File: src/design/hrle_pkg.sv
// Package for the colour to LED serial-code encoder.
// Holds payload and configuration types, register indexes, sizing constants
// and the hue region helpers. Depends on nothing.
`default_nettype none

package hrle_pkg;

    localparam int COLOR_W      = 24;
    localparam int CODE_W       = 7;
    localparam int CFG_W        = 8;
    localparam int CFG_IDX_W    = 2;
    localparam int CNT_W        = 5;
    localparam int QUEUE_DEPTH  = 2;

    // Beat number of the gap beat; the bit beats come before it.
    localparam logic [CNT_W-1:0] LAST_BEAT = 5'd24;
    localparam logic [CNT_W-1:0] TOP_BIT   = 5'd23;

    localparam logic [CFG_IDX_W-1:0] CFG_HIGH_CODE = 2'd0;
    localparam logic [CFG_IDX_W-1:0] CFG_LOW_CODE  = 2'd1;
    localparam logic [CFG_IDX_W-1:0] CFG_GAP_BYTES = 2'd2;

    localparam logic [7:0] HIGH_CODE_RST = 8'd248;
    localparam logic [7:0] LOW_CODE_RST  = 8'd192;
    localparam logic [7:0] GAP_BYTES_RST = 8'd100;

    localparam logic [7:0] FULL_SCALE  = 8'd255;
    localparam logic [7:0] REGION_SPAN = 8'd43;

    typedef enum logic [2:0] {
        RGN_0,
        RGN_1,
        RGN_2,
        RGN_3,
        RGN_4,
        RGN_5
    } hue_region_t;

    typedef struct packed {
        logic       kind;
        logic [7:0] chan_a;
        logic [7:0] chan_b;
        logic [7:0] chan_c;
    } in_t;

    typedef struct packed {
        logic [CODE_W-1:0] code_byte;
        logic [7:0]        gap_len;
        logic              last;
    } out_t;

    typedef struct packed {
        logic [7:0] green;
        logic [7:0] red;
        logic [7:0] blue;
    } grb_t;

    typedef struct packed {
        logic [CFG_W-1:0] high_code;
        logic [CFG_W-1:0] low_code;
        logic [CFG_W-1:0] gap_bytes;
    } cfg_t;

    // Six hue regions of 43 steps each, the last one shorter; hues 215 and up all land in it.
    function automatic hue_region_t region_of(input logic [7:0] hue);
        hue_region_t rgn;
        if (hue < 8'd43) begin
            rgn = RGN_0;
        end else if (hue < 8'd86) begin
            rgn = RGN_1;
        end else if (hue < 8'd129) begin
            rgn = RGN_2;
        end else if (hue < 8'd172) begin
            rgn = RGN_3;
        end else if (hue < 8'd215) begin
            rgn = RGN_4;
        end else begin
            rgn = RGN_5;
        end
        return rgn;
    endfunction

    function automatic logic [7:0] region_base(input hue_region_t rgn);
        logic [7:0] base;
        case (rgn)
            RGN_0:   base = 8'd0;
            RGN_1:   base = REGION_SPAN;
            RGN_2:   base = 8'd86;
            RGN_3:   base = 8'd129;
            RGN_4:   base = 8'd172;
            RGN_5:   base = 8'd215;
            default: base = 8'd0;
        endcase
        return base;
    endfunction

endpackage

`default_nettype wire

File: src/design/hrle_front.sv
// Front end: accepts colour beats and turns HSV into RGB in three stages.
// Produces one GRB word per item toward the queue. Depends on hrle_pkg.
`default_nettype none

module hrle_front (
    input  wire                  aclk,
    input  wire                  aresetn,
    input  wire                  in_valid,
    output logic                 in_ready,
    input  hrle_pkg::in_t        in_data,
    output logic                 word_valid,
    input  wire                  word_ready,
    output hrle_pkg::grb_t       word_data
);
    import hrle_pkg::*;

    // Stage 1: region, remainder, grey flag.
    logic        v1_reg;
    logic        kind1_reg, zero1_reg;
    logic [7:0]  a1_reg, b1_reg, c1_reg, rem1_reg;
    hue_region_t rgn1_reg;

    // Stage 2: first products.
    logic        v2_reg;
    logic        kind2_reg, zero2_reg;
    logic [7:0]  a2_reg, b2_reg, c2_reg;
    hue_region_t rgn2_reg;
    logic [15:0] pprod2_reg, qs2_reg, ts2_reg;

    // Stage 3: finished colour word.
    logic        v3_reg;
    grb_t        word3_reg;

    logic        adv1, adv2, adv3;
    hue_region_t rgn_in;
    logic [7:0]  diff_in;
    logic [10:0] rem_wide;
    logic [15:0] qprod, tprod;
    logic [7:0]  p_val, q_val, t_val;
    grb_t        word_next;

    assign adv3     = !v3_reg || word_ready;
    assign adv2     = !v2_reg || adv3;
    assign adv1     = !v1_reg || adv2;
    assign in_ready = adv1;

    assign rgn_in   = region_of(in_data.chan_a);
    assign diff_in  = in_data.chan_a - region_base(rgn_in);
    assign rem_wide = 11'(diff_in) * 11'd6;

    always_ff @(posedge aclk) begin
        if (!aresetn) begin
            v1_reg <= 1'b0;
            v2_reg <= 1'b0;
            v3_reg <= 1'b0;
        end else begin
            if (adv1) begin
                v1_reg <= in_valid;
            end
            if (adv2) begin
                v2_reg <= v1_reg;
            end
            if (adv3) begin
                v3_reg <= v2_reg;
            end
        end
    end

    always_ff @(posedge aclk) begin
        if (adv1 && in_valid) begin
            kind1_reg <= in_data.kind;
            zero1_reg <= (in_data.chan_b == 8'd0);
            a1_reg    <= in_data.chan_a;
            b1_reg    <= in_data.chan_b;
            c1_reg    <= in_data.chan_c;
            rgn1_reg  <= rgn_in;
            rem1_reg  <= rem_wide[7:0];
        end
        if (adv2 && v1_reg) begin
            kind2_reg  <= kind1_reg;
            zero2_reg  <= zero1_reg;
            a2_reg     <= a1_reg;
            b2_reg     <= b1_reg;
            c2_reg     <= c1_reg;
            rgn2_reg   <= rgn1_reg;
            pprod2_reg <= 16'(c1_reg) * 16'(FULL_SCALE - b1_reg);
            qs2_reg    <= 16'(b1_reg) * 16'(rem1_reg);
            ts2_reg    <= 16'(b1_reg) * 16'(FULL_SCALE - rem1_reg);
        end
        if (adv3 && v2_reg) begin
            word3_reg <= word_next;
        end
    end

    // In stage 2 the saturation sits in b2 and the value in c2.
    assign qprod = 16'(c2_reg) * 16'(FULL_SCALE - qs2_reg[15:8]);
    assign tprod = 16'(c2_reg) * 16'(FULL_SCALE - ts2_reg[15:8]);
    assign p_val = pprod2_reg[15:8];
    assign q_val = qprod[15:8];
    assign t_val = tprod[15:8];

    always_comb begin
        word_next = '0;
        if (!kind2_reg) begin
            word_next = '{green: b2_reg, red: a2_reg, blue: c2_reg};
        end else if (zero2_reg) begin
            word_next = '{green: c2_reg, red: c2_reg, blue: c2_reg};
        end else begin
            case (rgn2_reg)
                RGN_0:   word_next = '{green: t_val,  red: c2_reg, blue: p_val};
                RGN_1:   word_next = '{green: c2_reg, red: q_val,  blue: p_val};
                RGN_2:   word_next = '{green: c2_reg, red: p_val,  blue: t_val};
                RGN_3:   word_next = '{green: q_val,  red: p_val,  blue: c2_reg};
                RGN_4:   word_next = '{green: p_val,  red: t_val,  blue: c2_reg};
                default: word_next = '{green: p_val,  red: c2_reg, blue: q_val};
            endcase
        end
    end

    assign word_valid = v3_reg;
    assign word_data  = word3_reg;

endmodule

`default_nettype wire

File: src/design/hrle_queue.sv
// Short FIFO of colour words between the front and back ends.
// Depth is a parameter; depends on hrle_pkg for the word type.
`default_nettype none

module hrle_queue #(
    parameter int DEPTH = hrle_pkg::QUEUE_DEPTH
) (
    input  wire             aclk,
    input  wire             aresetn,
    input  wire             push_valid,
    output logic            push_ready,
    input  hrle_pkg::grb_t  push_data,
    output logic            pop_valid,
    input  wire             pop_ready,
    output hrle_pkg::grb_t  pop_data
);
    import hrle_pkg::*;

    localparam int PTR_W = (DEPTH > 1) ? $clog2(DEPTH) : 1;
    localparam int CNT_QW = $clog2(DEPTH + 1);
    localparam logic [PTR_W-1:0] LAST_SLOT = PTR_W'(DEPTH - 1);
    localparam logic [CNT_QW-1:0] FULL_CNT = CNT_QW'(DEPTH);

    grb_t              mem [DEPTH];
    logic [PTR_W-1:0]  wr_ptr_reg, rd_ptr_reg;
    logic [CNT_QW-1:0] count_reg;
    logic              push, pop;

    assign push_ready = (count_reg != FULL_CNT);
    assign pop_valid  = (count_reg != '0);
    assign push       = push_valid && push_ready;
    assign pop        = pop_valid && pop_ready;
    assign pop_data   = mem[rd_ptr_reg];

    always_ff @(posedge aclk) begin
        if (push) begin
            mem[wr_ptr_reg] <= push_data;
        end
    end

    always_ff @(posedge aclk) begin
        if (!aresetn) begin
            wr_ptr_reg <= '0;
            rd_ptr_reg <= '0;
            count_reg  <= '0;
        end else begin
            if (push) begin
                wr_ptr_reg <= (wr_ptr_reg == LAST_SLOT) ? '0 : wr_ptr_reg + 1'b1;
            end
            if (pop) begin
                rd_ptr_reg <= (rd_ptr_reg == LAST_SLOT) ? '0 : rd_ptr_reg + 1'b1;
            end
            if (push && !pop) begin
                count_reg <= count_reg + 1'b1;
            end else if (pop && !push) begin
                count_reg <= count_reg - 1'b1;
            end
        end
    end

endmodule

`default_nettype wire

File: src/design/hrle_back.sv
// Back end: serializes the head colour word into 24 code beats and a gap beat.
// Holds the output register; depends on hrle_pkg.
`default_nettype none

module hrle_back (
    input  wire             aclk,
    input  wire             aresetn,
    input  hrle_pkg::cfg_t  cfg,
    input  wire             word_valid,
    output logic            word_ready,
    input  hrle_pkg::grb_t  word_data,
    output logic            out_valid,
    input  wire             out_ready,
    output hrle_pkg::out_t  out_data
);
    import hrle_pkg::*;

    logic             out_valid_reg, out_valid_next;
    out_t             out_data_reg, out_data_next;
    logic [CNT_W-1:0] cnt_reg, cnt_next;
    logic             load;
    logic [CNT_W-1:0] bit_sel;
    logic             bit_val;
    logic [CFG_W-1:0] code;

    // The output register takes a new beat whenever it is empty or being drained.
    assign load    = !out_valid_reg || out_ready;
    assign bit_sel = TOP_BIT - cnt_reg;
    assign bit_val = word_data[bit_sel];
    assign code    = bit_val ? cfg.high_code : cfg.low_code;

    always_comb begin
        out_valid_next = out_valid_reg;
        out_data_next  = out_data_reg;
        cnt_next       = cnt_reg;
        word_ready     = 1'b0;
        if (load) begin
            out_valid_next = word_valid;
            if (word_valid) begin
                if (cnt_reg == LAST_BEAT) begin
                    out_data_next = '{code_byte: '0, gap_len: cfg.gap_bytes, last: 1'b1};
                    cnt_next      = '0;
                    word_ready    = 1'b1;
                end else begin
                    out_data_next = '{code_byte: code[CFG_W-1:1], gap_len: '0, last: 1'b0};
                    cnt_next      = cnt_reg + 1'b1;
                end
            end
        end
    end

    always_ff @(posedge aclk) begin
        if (!aresetn) begin
            out_valid_reg <= 1'b0;
            cnt_reg       <= '0;
        end else begin
            out_valid_reg <= out_valid_next;
            cnt_reg       <= cnt_next;
        end
    end

    always_ff @(posedge aclk) begin
        out_data_reg <= out_data_next;
    end

    assign out_valid = out_valid_reg;
    assign out_data  = out_data_reg;

endmodule

`default_nettype wire

File: src/design/hsv_to_rgb_led_bit_encoder.sv
// Top level of the colour to LED serial-code encoder.
// Instantiates hrle_front, hrle_queue and hrle_back; depends on hrle_pkg.
//
// Each input beat carries one colour, as RGB or as 8-bit HSV, and yields 25
// output beats: 24 code bytes (green, red, blue, each MSB first) and then one
// gap beat with last set and the configured gap length. The back end sends
// one beat per cycle while the output is ready and a colour is waiting, so the
// serializer sets the colour rate. The HSV conversion pipeline is registered
// and the queue lets the next colours be accepted while one is still being
// sent. Registers are written through cfg_we/cfg_index/cfg_wdata at any edge
// and should be changed only while the block is idle.
`default_nettype none

module hsv_to_rgb_led_bit_encoder #(
    parameter int QUEUE_DEPTH = hrle_pkg::QUEUE_DEPTH
) (
    input  wire                                aclk,
    input  wire                                aresetn,
    input  wire                                s_valid,
    output logic                               s_ready,
    input  hrle_pkg::in_t                      s_data,
    output logic                               m_valid,
    input  wire                                m_ready,
    output hrle_pkg::out_t                     m_data,
    input  wire                                cfg_we,
    input  wire  [hrle_pkg::CFG_IDX_W-1:0]     cfg_index,
    input  wire  [hrle_pkg::CFG_W-1:0]         cfg_wdata
);
    import hrle_pkg::*;

    cfg_t cfg_reg;
    logic word_valid, word_ready, head_valid, head_ready;
    grb_t word_data, head_data;

    always_ff @(posedge aclk) begin
        if (!aresetn) begin
            cfg_reg <= '{high_code: HIGH_CODE_RST, low_code: LOW_CODE_RST,
                         gap_bytes: GAP_BYTES_RST};
        end else if (cfg_we) begin
            case (cfg_index)
                CFG_HIGH_CODE: cfg_reg.high_code <= cfg_wdata;
                CFG_LOW_CODE:  cfg_reg.low_code  <= cfg_wdata;
                CFG_GAP_BYTES: cfg_reg.gap_bytes <= cfg_wdata;
                default:       cfg_reg <= cfg_reg;
            endcase
        end
    end

    hrle_front u_front (
        .aclk       (aclk),
        .aresetn    (aresetn),
        .in_valid   (s_valid),
        .in_ready   (s_ready),
        .in_data    (s_data),
        .word_valid (word_valid),
        .word_ready (word_ready),
        .word_data  (word_data)
    );

    hrle_queue #(
        .DEPTH (QUEUE_DEPTH)
    ) u_queue (
        .aclk       (aclk),
        .aresetn    (aresetn),
        .push_valid (word_valid),
        .push_ready (word_ready),
        .push_data  (word_data),
        .pop_valid  (head_valid),
        .pop_ready  (head_ready),
        .pop_data   (head_data)
    );

    hrle_back u_back (
        .aclk       (aclk),
        .aresetn    (aresetn),
        .cfg        (cfg_reg),
        .word_valid (head_valid),
        .word_ready (head_ready),
        .word_data  (head_data),
        .out_valid  (m_valid),
        .out_ready  (m_ready),
        .out_data   (m_data)
    );

endmodule

`default_nettype wire

File: config.mk
export PLATFORM = sky130hd
export DESIGN_NAME = hsv_to_rgb_led_bit_encoder
export DESIGN_NICKNAME = d
export VERILOG_FILES = /design/src/design/hrle_pkg.sv /design/src/design/hrle_front.sv /design/src/design/hrle_queue.sv /design/src/design/hrle_back.sv /design/src/design/hsv_to_rgb_led_bit_encoder.sv
export SDC_FILE = /design/constraint.sdc
export NUM_CORES = 1
export LEC_CHECK = 0
export ABC_CLOCK_PERIOD_IN_PS = 14400
export BUFFER_PORTS_ARGS = -buffer_cell sky130_fd_sc_hd__buf_2
export CAP_MARGIN = 10
export CORE_MARGIN = 8
export CORE_UTILIZATION = 55
export CTS_CLUSTER_SIZE = 40
export DETAILED_ROUTE_END_ITERATION = 8
export PLACE_DENSITY = 0.68
export SLEW_MARGIN = 25
export SYNTH_ARGS = -nofsm -noshare
export SYNTH_HDL_FRONTEND = slang
export SYNTH_SLANG_ARGS = --single-unit
File: constraint.sdc
create_clock -name aclk -period 14.4 [get_ports aclk]
set_clock_uncertainty 0.15 [all_clocks]
set_input_delay 2.88 -clock aclk [delete_from_list [all_inputs] [get_ports aclk]]
set_output_delay 2.88 -clock aclk [all_outputs]
set_load 0.01 [all_outputs]
Yosys cells after proc, flatten, opt, wreduce, memory -nomap -nowiden. Memory sizes are Yosys's and may differ from the RTL's. A register that Yosys moved wholly into a read port is not among the register bits. Index checks and enable logic that the tools add are counted.

Add/subtract/negate cells: 11. Eq/ne operators: 13. $mul: 6. Reduce and logical (&&, ||, !) cells: 26. Magnitude comparators: 6. Mux-type cells: 25.

Operators by type and width (number): $pmux W24 S5 (1); $mul A8 B16 Y16 (4); $mux W24 (2); $pmux W8 S5 (1); $sub A8 B8 Y9 const A (4); $lt A8 B8 Y1 const B (3); $mul A8 B7 Y15 (1); $eq A3 B2 Y1 const B (4); $mux W1 (12); $mux W3 (4); $eq A3 B3 Y1 const B (3); $logic_not A8 Y1 (1); $lt A8 B6 Y1 const B (1); $lt A8 B7 Y1 const B (1); $mul A8 B2 Y7 const B (1); $mux W8 (1); $reduce_and A2 Y1 (4); $sub A8 B8 Y8 (1); $logic_and A1 B1 Y1 (7); $eq A3 B1 Y1 const B (2); $logic_not A1 Y1 (6); $lt A5 B6 Y1 const B (1); $add A5 B1 Y5 const B (1); $bmux W1 S5 (1); other kinds (14) (20).

Memories kept: 1. Memory bits (writable): 48. Bits in registers: 189. Logic and storage cells: 121.

Memory list: u_queue.mem (words 2, width 24, rd ports 1, clocked after memory_dff 1, wr ports 1, RTL line hrle_queue.sv:24) `grb_t mem [DEPTH];`.

Depth between registers and ports, before layout.
Depth in word-level cells: 10. Mapped depth: 19.

Cells and area by module. From an unflattened synthesis, not the netlist that was laid out.

Cell total of the unflattened synthesis: 1803. Area, all modules: 18775.5 um^2.

Modules (own cells, without submodules): hrle_front (cells each 1499, times used 1, area an instance 14579.0 um^2); hrle_queue (cells each 99, times used 1, area an instance 1969.4 um^2); hrle_back (cells each 110, times used 1, area an instance 1262.5 um^2); hsv_to_rgb_led_bit_encoder (cells each 95, times used 1, area an instance 964.7 um^2).

Least setup slack after synthesis. Ideal clock, no wire load.

Path kind: input-to-reg. Start point: input s_data[19] (netlist name). End point: register u_front.rem1_reg[7] (data pin). Setup slack: 7.989 ns. Arrival: 5.999 ns. Stages on the path: 17. Data required time: 13.987 ns. Path through: or4_1 o41ai_2 inv_1 o21ai_2 o21ai_0 ha_1 nor2b_1 o21a_1 nor2_1 xnor2_1 ha_1 a21oi_1 o21bai_1 a21oi_1 xor2_1 xnor2_1 xnor2_1.

Longest elaborated chain between the ends: 10.

RTL lines: start, declared (RTL line hsv_to_rgb_led_bit_encoder.sv:21) `input hrle_pkg::in_t s_data,`; $lt A8 B8 Y1 (RTL line hrle_pkg.sv:75) `end else if (hue < 8'd215) begin`; $mux W1 (RTL line hrle_pkg.sv:75); $mux W3 (RTL line hrle_pkg.sv:73) `end else if (hue < 8'd172) begin`; $mux W3 (RTL line hrle_pkg.sv:71) `end else if (hue < 8'd129) begin`; $mux W3 (RTL line hrle_pkg.sv:69) `end else if (hue < 8'd86) begin`; $mux W3 (RTL line hrle_pkg.sv:67) `if (hue < 8'd43) begin`; $eq A3 B3 Y1 (tied with other cells) (RTL line hrle_pkg.sv:85) `case (rgn)`; $pmux W8 S5 (RTL line hrle_pkg.sv:85); $sub A8 B8 Y8 (*) (RTL line hrle_front.sv:48) `assign diff_in = in_data.chan_a - region_base(rgn_in);`; $mul A8 B2 Y7 (*) (RTL line hrle_front.sv:49) `assign rem_wide = 11'(diff_in) * 11'd6;`; via u_front.rem_wide[7] (RTL line hrle_front.sv:37) `logic [10:0] rem_wide;`; end signal, assigned (RTL line hrle_front.sv:77) `rem1_reg <= rem_wide[7:0];`; end, declared (RTL line hrle_front.sv:20) `logic [7:0] a1_reg, b1_reg, c1_reg, rem1_reg;`.

The timed path passes the listed nets; every way through them passes the cells marked *. A chain may end at the register's enable or synchronous reset.

Worst setup path in the final report. Same ends and word-level chain as after synthesis.

==> reports/results.tsv <==
metric	value	unit
Residual DRC	0	
starting density of the core	55.5	%
Total Routing Usage GR	20.2	%
Max H-tree Level	1	
cts bufs inserted	23	
Final min period	6.30	ns
Hold Crit Depth	0	
Syn Area/Cell	10.6	um^2
Setup Buffers After CTS	0	
FFs w/ async S/R, synth	0	%
RR Startpoint	u_front.c2_reg[4]$_DFFE_PP_	
status	completed	
delay-heaviest family, CP	compound AO/OA/AOI/OAI gates	
Mapped Area	18500	um^2
critical setup path kind	input port to flip-flop	
routability cong.	0.902	
worst r2r dst	u_front.word_data[6]$_DFFE_PP_	
initial antenna violation count	0	
CTS tree	done	
core area	33300	um^2
Slowest cell on crit path	or4_1	
Port Buffer Count	57	
number of max-cap violations	0	
chip width	199	um
Post-CTS Resized	0	
worst slew pin tran	1.03	ns
post-synth top area share	28.8	%
Setup violations, final	0	
synth warn	0	
#FFs+latches synth	213	
WL per Instance	17.4	um
Worst Path Max Fanout	7	
setup TNS	0	ns
Routed Antenna Nets	0	
most frequent cell after synthesis	inv_1	
Post-synth EDFFs	177	
Tcrit/Tclk final	43.7	%
Final Max Tran Viols	0	
post-synthesis sequential area ratio	32.7	%
IO Pins	58	
Peak Freq	159	MHz
CTS clock-pin slew for the worst setup and hold paths	0.06	ns
Synth area leaders	edfxtp_1, fa_1, ha_1, nor2b_1, inv_1	
Clock Sinks	213	
dpl hpwl	29.3	mm
Post-Syn Nets	2131	
global-route wire length before repair	64.6	mm
Syn Inst Count	1744	
vias in the first global route	12800	
Post-Route WL	38.8	mm
global route overflow	0	
Die Area	39700	um^2
row cnt	67	
Largest register FFs	48	
Clock Tree Buf Depth	3	
post-synth cell types	66	
Chip Height	199	um
ANT cells	0	
fin nets	2158	
Layout fillers	2793	
crit end category	flip-flop	
CP required	14.51	ns
RSZ-0062 raised after global routing	no	
Worst Path Buf+Inv	2	
Yosys top cell by area	edfxtp_1	
Top FF cell, synth	edfxtp_1	
worst reg-to-reg path cell count	16	
Root Driver	clkbuf_16	
largest net degree at the start of global routing	54	
Worst path max stage delay	0.54	ns
Vias	12400	
commonest cells in the netlist	inv_1, edfxtp_1, ha_1, fa_1, nor2b_1	
Max-slew headroom	31.6	%
Final Hold Vio Count	0	
Initial DRC Count	728	
hold endpoint	u_front.a2_reg[2]$_DFFE_PP_	
worst hold path type	flip-flop to flip-flop	
Layout area overhead	8.09	%
Hold Buf Count CTS	0	
CP Cell Sequence	buf_2 > or4_1 > o41ai_2 > inv_1 > o21ai_2 > o21ai_0 > ha_1 > nor2b_1 > o21a_1 > nor2_1 > xnor2_1 > ha_1 > a21oi_1 > o21bai_1 > a21oi_1 > xor2_1 > xnor2_1 > xnor2_1	
startpoint class of the critical path	input port	
DRT Pass-1 Iters	7	
WP data arrival	6.41	ns
FF-to-FF setup slack	8.35	ns
share of cells above drive strength 1	7.44	%
Top cell by count, worst path	xnor2_1	
clk_lat worst skew	0.51	ns
Hold Crit Start	u_front.a1_reg[2]$_DFFE_PP_	
vias per std cell	5.56	
==> worst reg2reg max path: stages (launching register included) <==
cell,delay [ns]
edfxtp_1,0.42
clkinv_1,0.61
nor2_1,0.37
fa_1,0.44
fa_1,0.47
fa_1,0.56
inv_1,0.06
fa_1,0.53
inv_1,0.04
ha_1,0.34
a21oi_1,0.24
o21bai_1,0.09
a41oi_1,0.38
o21ai_0,0.17
xor2_1,0.33
mux2i_1,0.14
a221oi_1,0.46
==> worst max-delay path by stage <==
stage / slack [ns] / to / startpoint / cells past startpoint
2_1_floorplan: 7.99 / u_front.rem1_reg[7]$_DFFE_PP_ / s_data[19] / 17
3_3_place_gp: 7.56 / u_front.rem1_reg[7]$_DFFE_PP_ / s_data[19] / 18
3_5_place_dp: 7.59 / u_front.rem1_reg[7]$_DFFE_PP_ / s_data[19] / 18
4_1_cts: 8.12 / u_front.rem1_reg[7]$_DFFE_PP_ / s_data[19] / 18
5_1_grt: 7.81 / u_front.rem1_reg[7]$_DFFE_PP_ / s_data[19] / 18
6_report: 8.10 / u_front.rem1_reg[7]$_DFFE_PP_ / s_data[19] / 18
==> final cells by class <==
cell class / count / area, um^2 / area share [%]
Clock inverter: 16 / 191 / 0.958
Timing Repair Buffer: 69 / 375 / 1.88
Multi-Input combinational cell: 1221 / 11300 / 56.6
Tap cell: 448 / 561 / 2.81
Inverter: 243 / 912 / 4.57
Clock buffer: 26 / 587 / 2.94
Sequential cell: 213 / 6040 / 30.2
==> metrics by stage <==
stage	cells	hold slack, ns	utilization [%]	setup WS [ns]	area [um^2]
2_1_floorplan	1744	0.250	-	7.99	18500
3_3_place_gp	2194	0.253	57.7	7.56	19200
3_5_place_dp	2194	0.256	57.7	7.59	19200
4_1_cts	2236	0.269	60.0	8.12	20000
5_1_grt	2236	0.271	60.0	7.81	20000
6_report	2236	0.269	60.0	8.10	20000
==> cell families (layout without fill, tap and decap cells) <==
logic type	count (synthesis)	in the layout	synth area share, %
compound gates	214	214	7.81
simple gates	553	553	16.4
buf+inv	310	354	6.34
mux	53	53	3.87
xor+xnor	54	54	2.56
fa+ha+maj	347	347	30.4
flops	213	213	32.7
==> placed cells by master (no fill, tap or decap), types with 11 or more instances in the layout <==
master,netlist,routed
o211ai_1,12,12
nand3_1,20,20
nand2b_1,85,85
nor2_1,88,86
edfxtp_1,177,177
a21o_1,19,19
nand2_1,87,87
inv_1,240,240
o21ai_0,35,35
o21a_1,11,11
ha_1,177,177
nor2b_1,167,166
clkbuf_16,0,23
buf_2,0,57
and2_1,47,47
xor2_1,21,21
buf_4,0,12
dfxtp_1,36,36
a21oi_1,50,50
xnor2_1,33,33
fa_1,170,170
mux2i_1,38,38
mux4_2,12,12
nor3_1,17,17
==> per-layer routing <==
| layer | part of all wire, % | GRT usage [%] | wire length [um] |
|---|---|---|---|
| met5 | 0 | 0 | 0 |
| met4 | 2.9 | 6.18 | 1140 |
| met3 | 4.3 | 2.37 | 1680 |
| met2 | 48 | 34.4 | 18700 |
| met1 | 45 | 26.7 | 17300 |
Power is left out: the tool's default activity adds up to more than one toggle a clock period on the data nets, which glitch-free logic cannot reach.
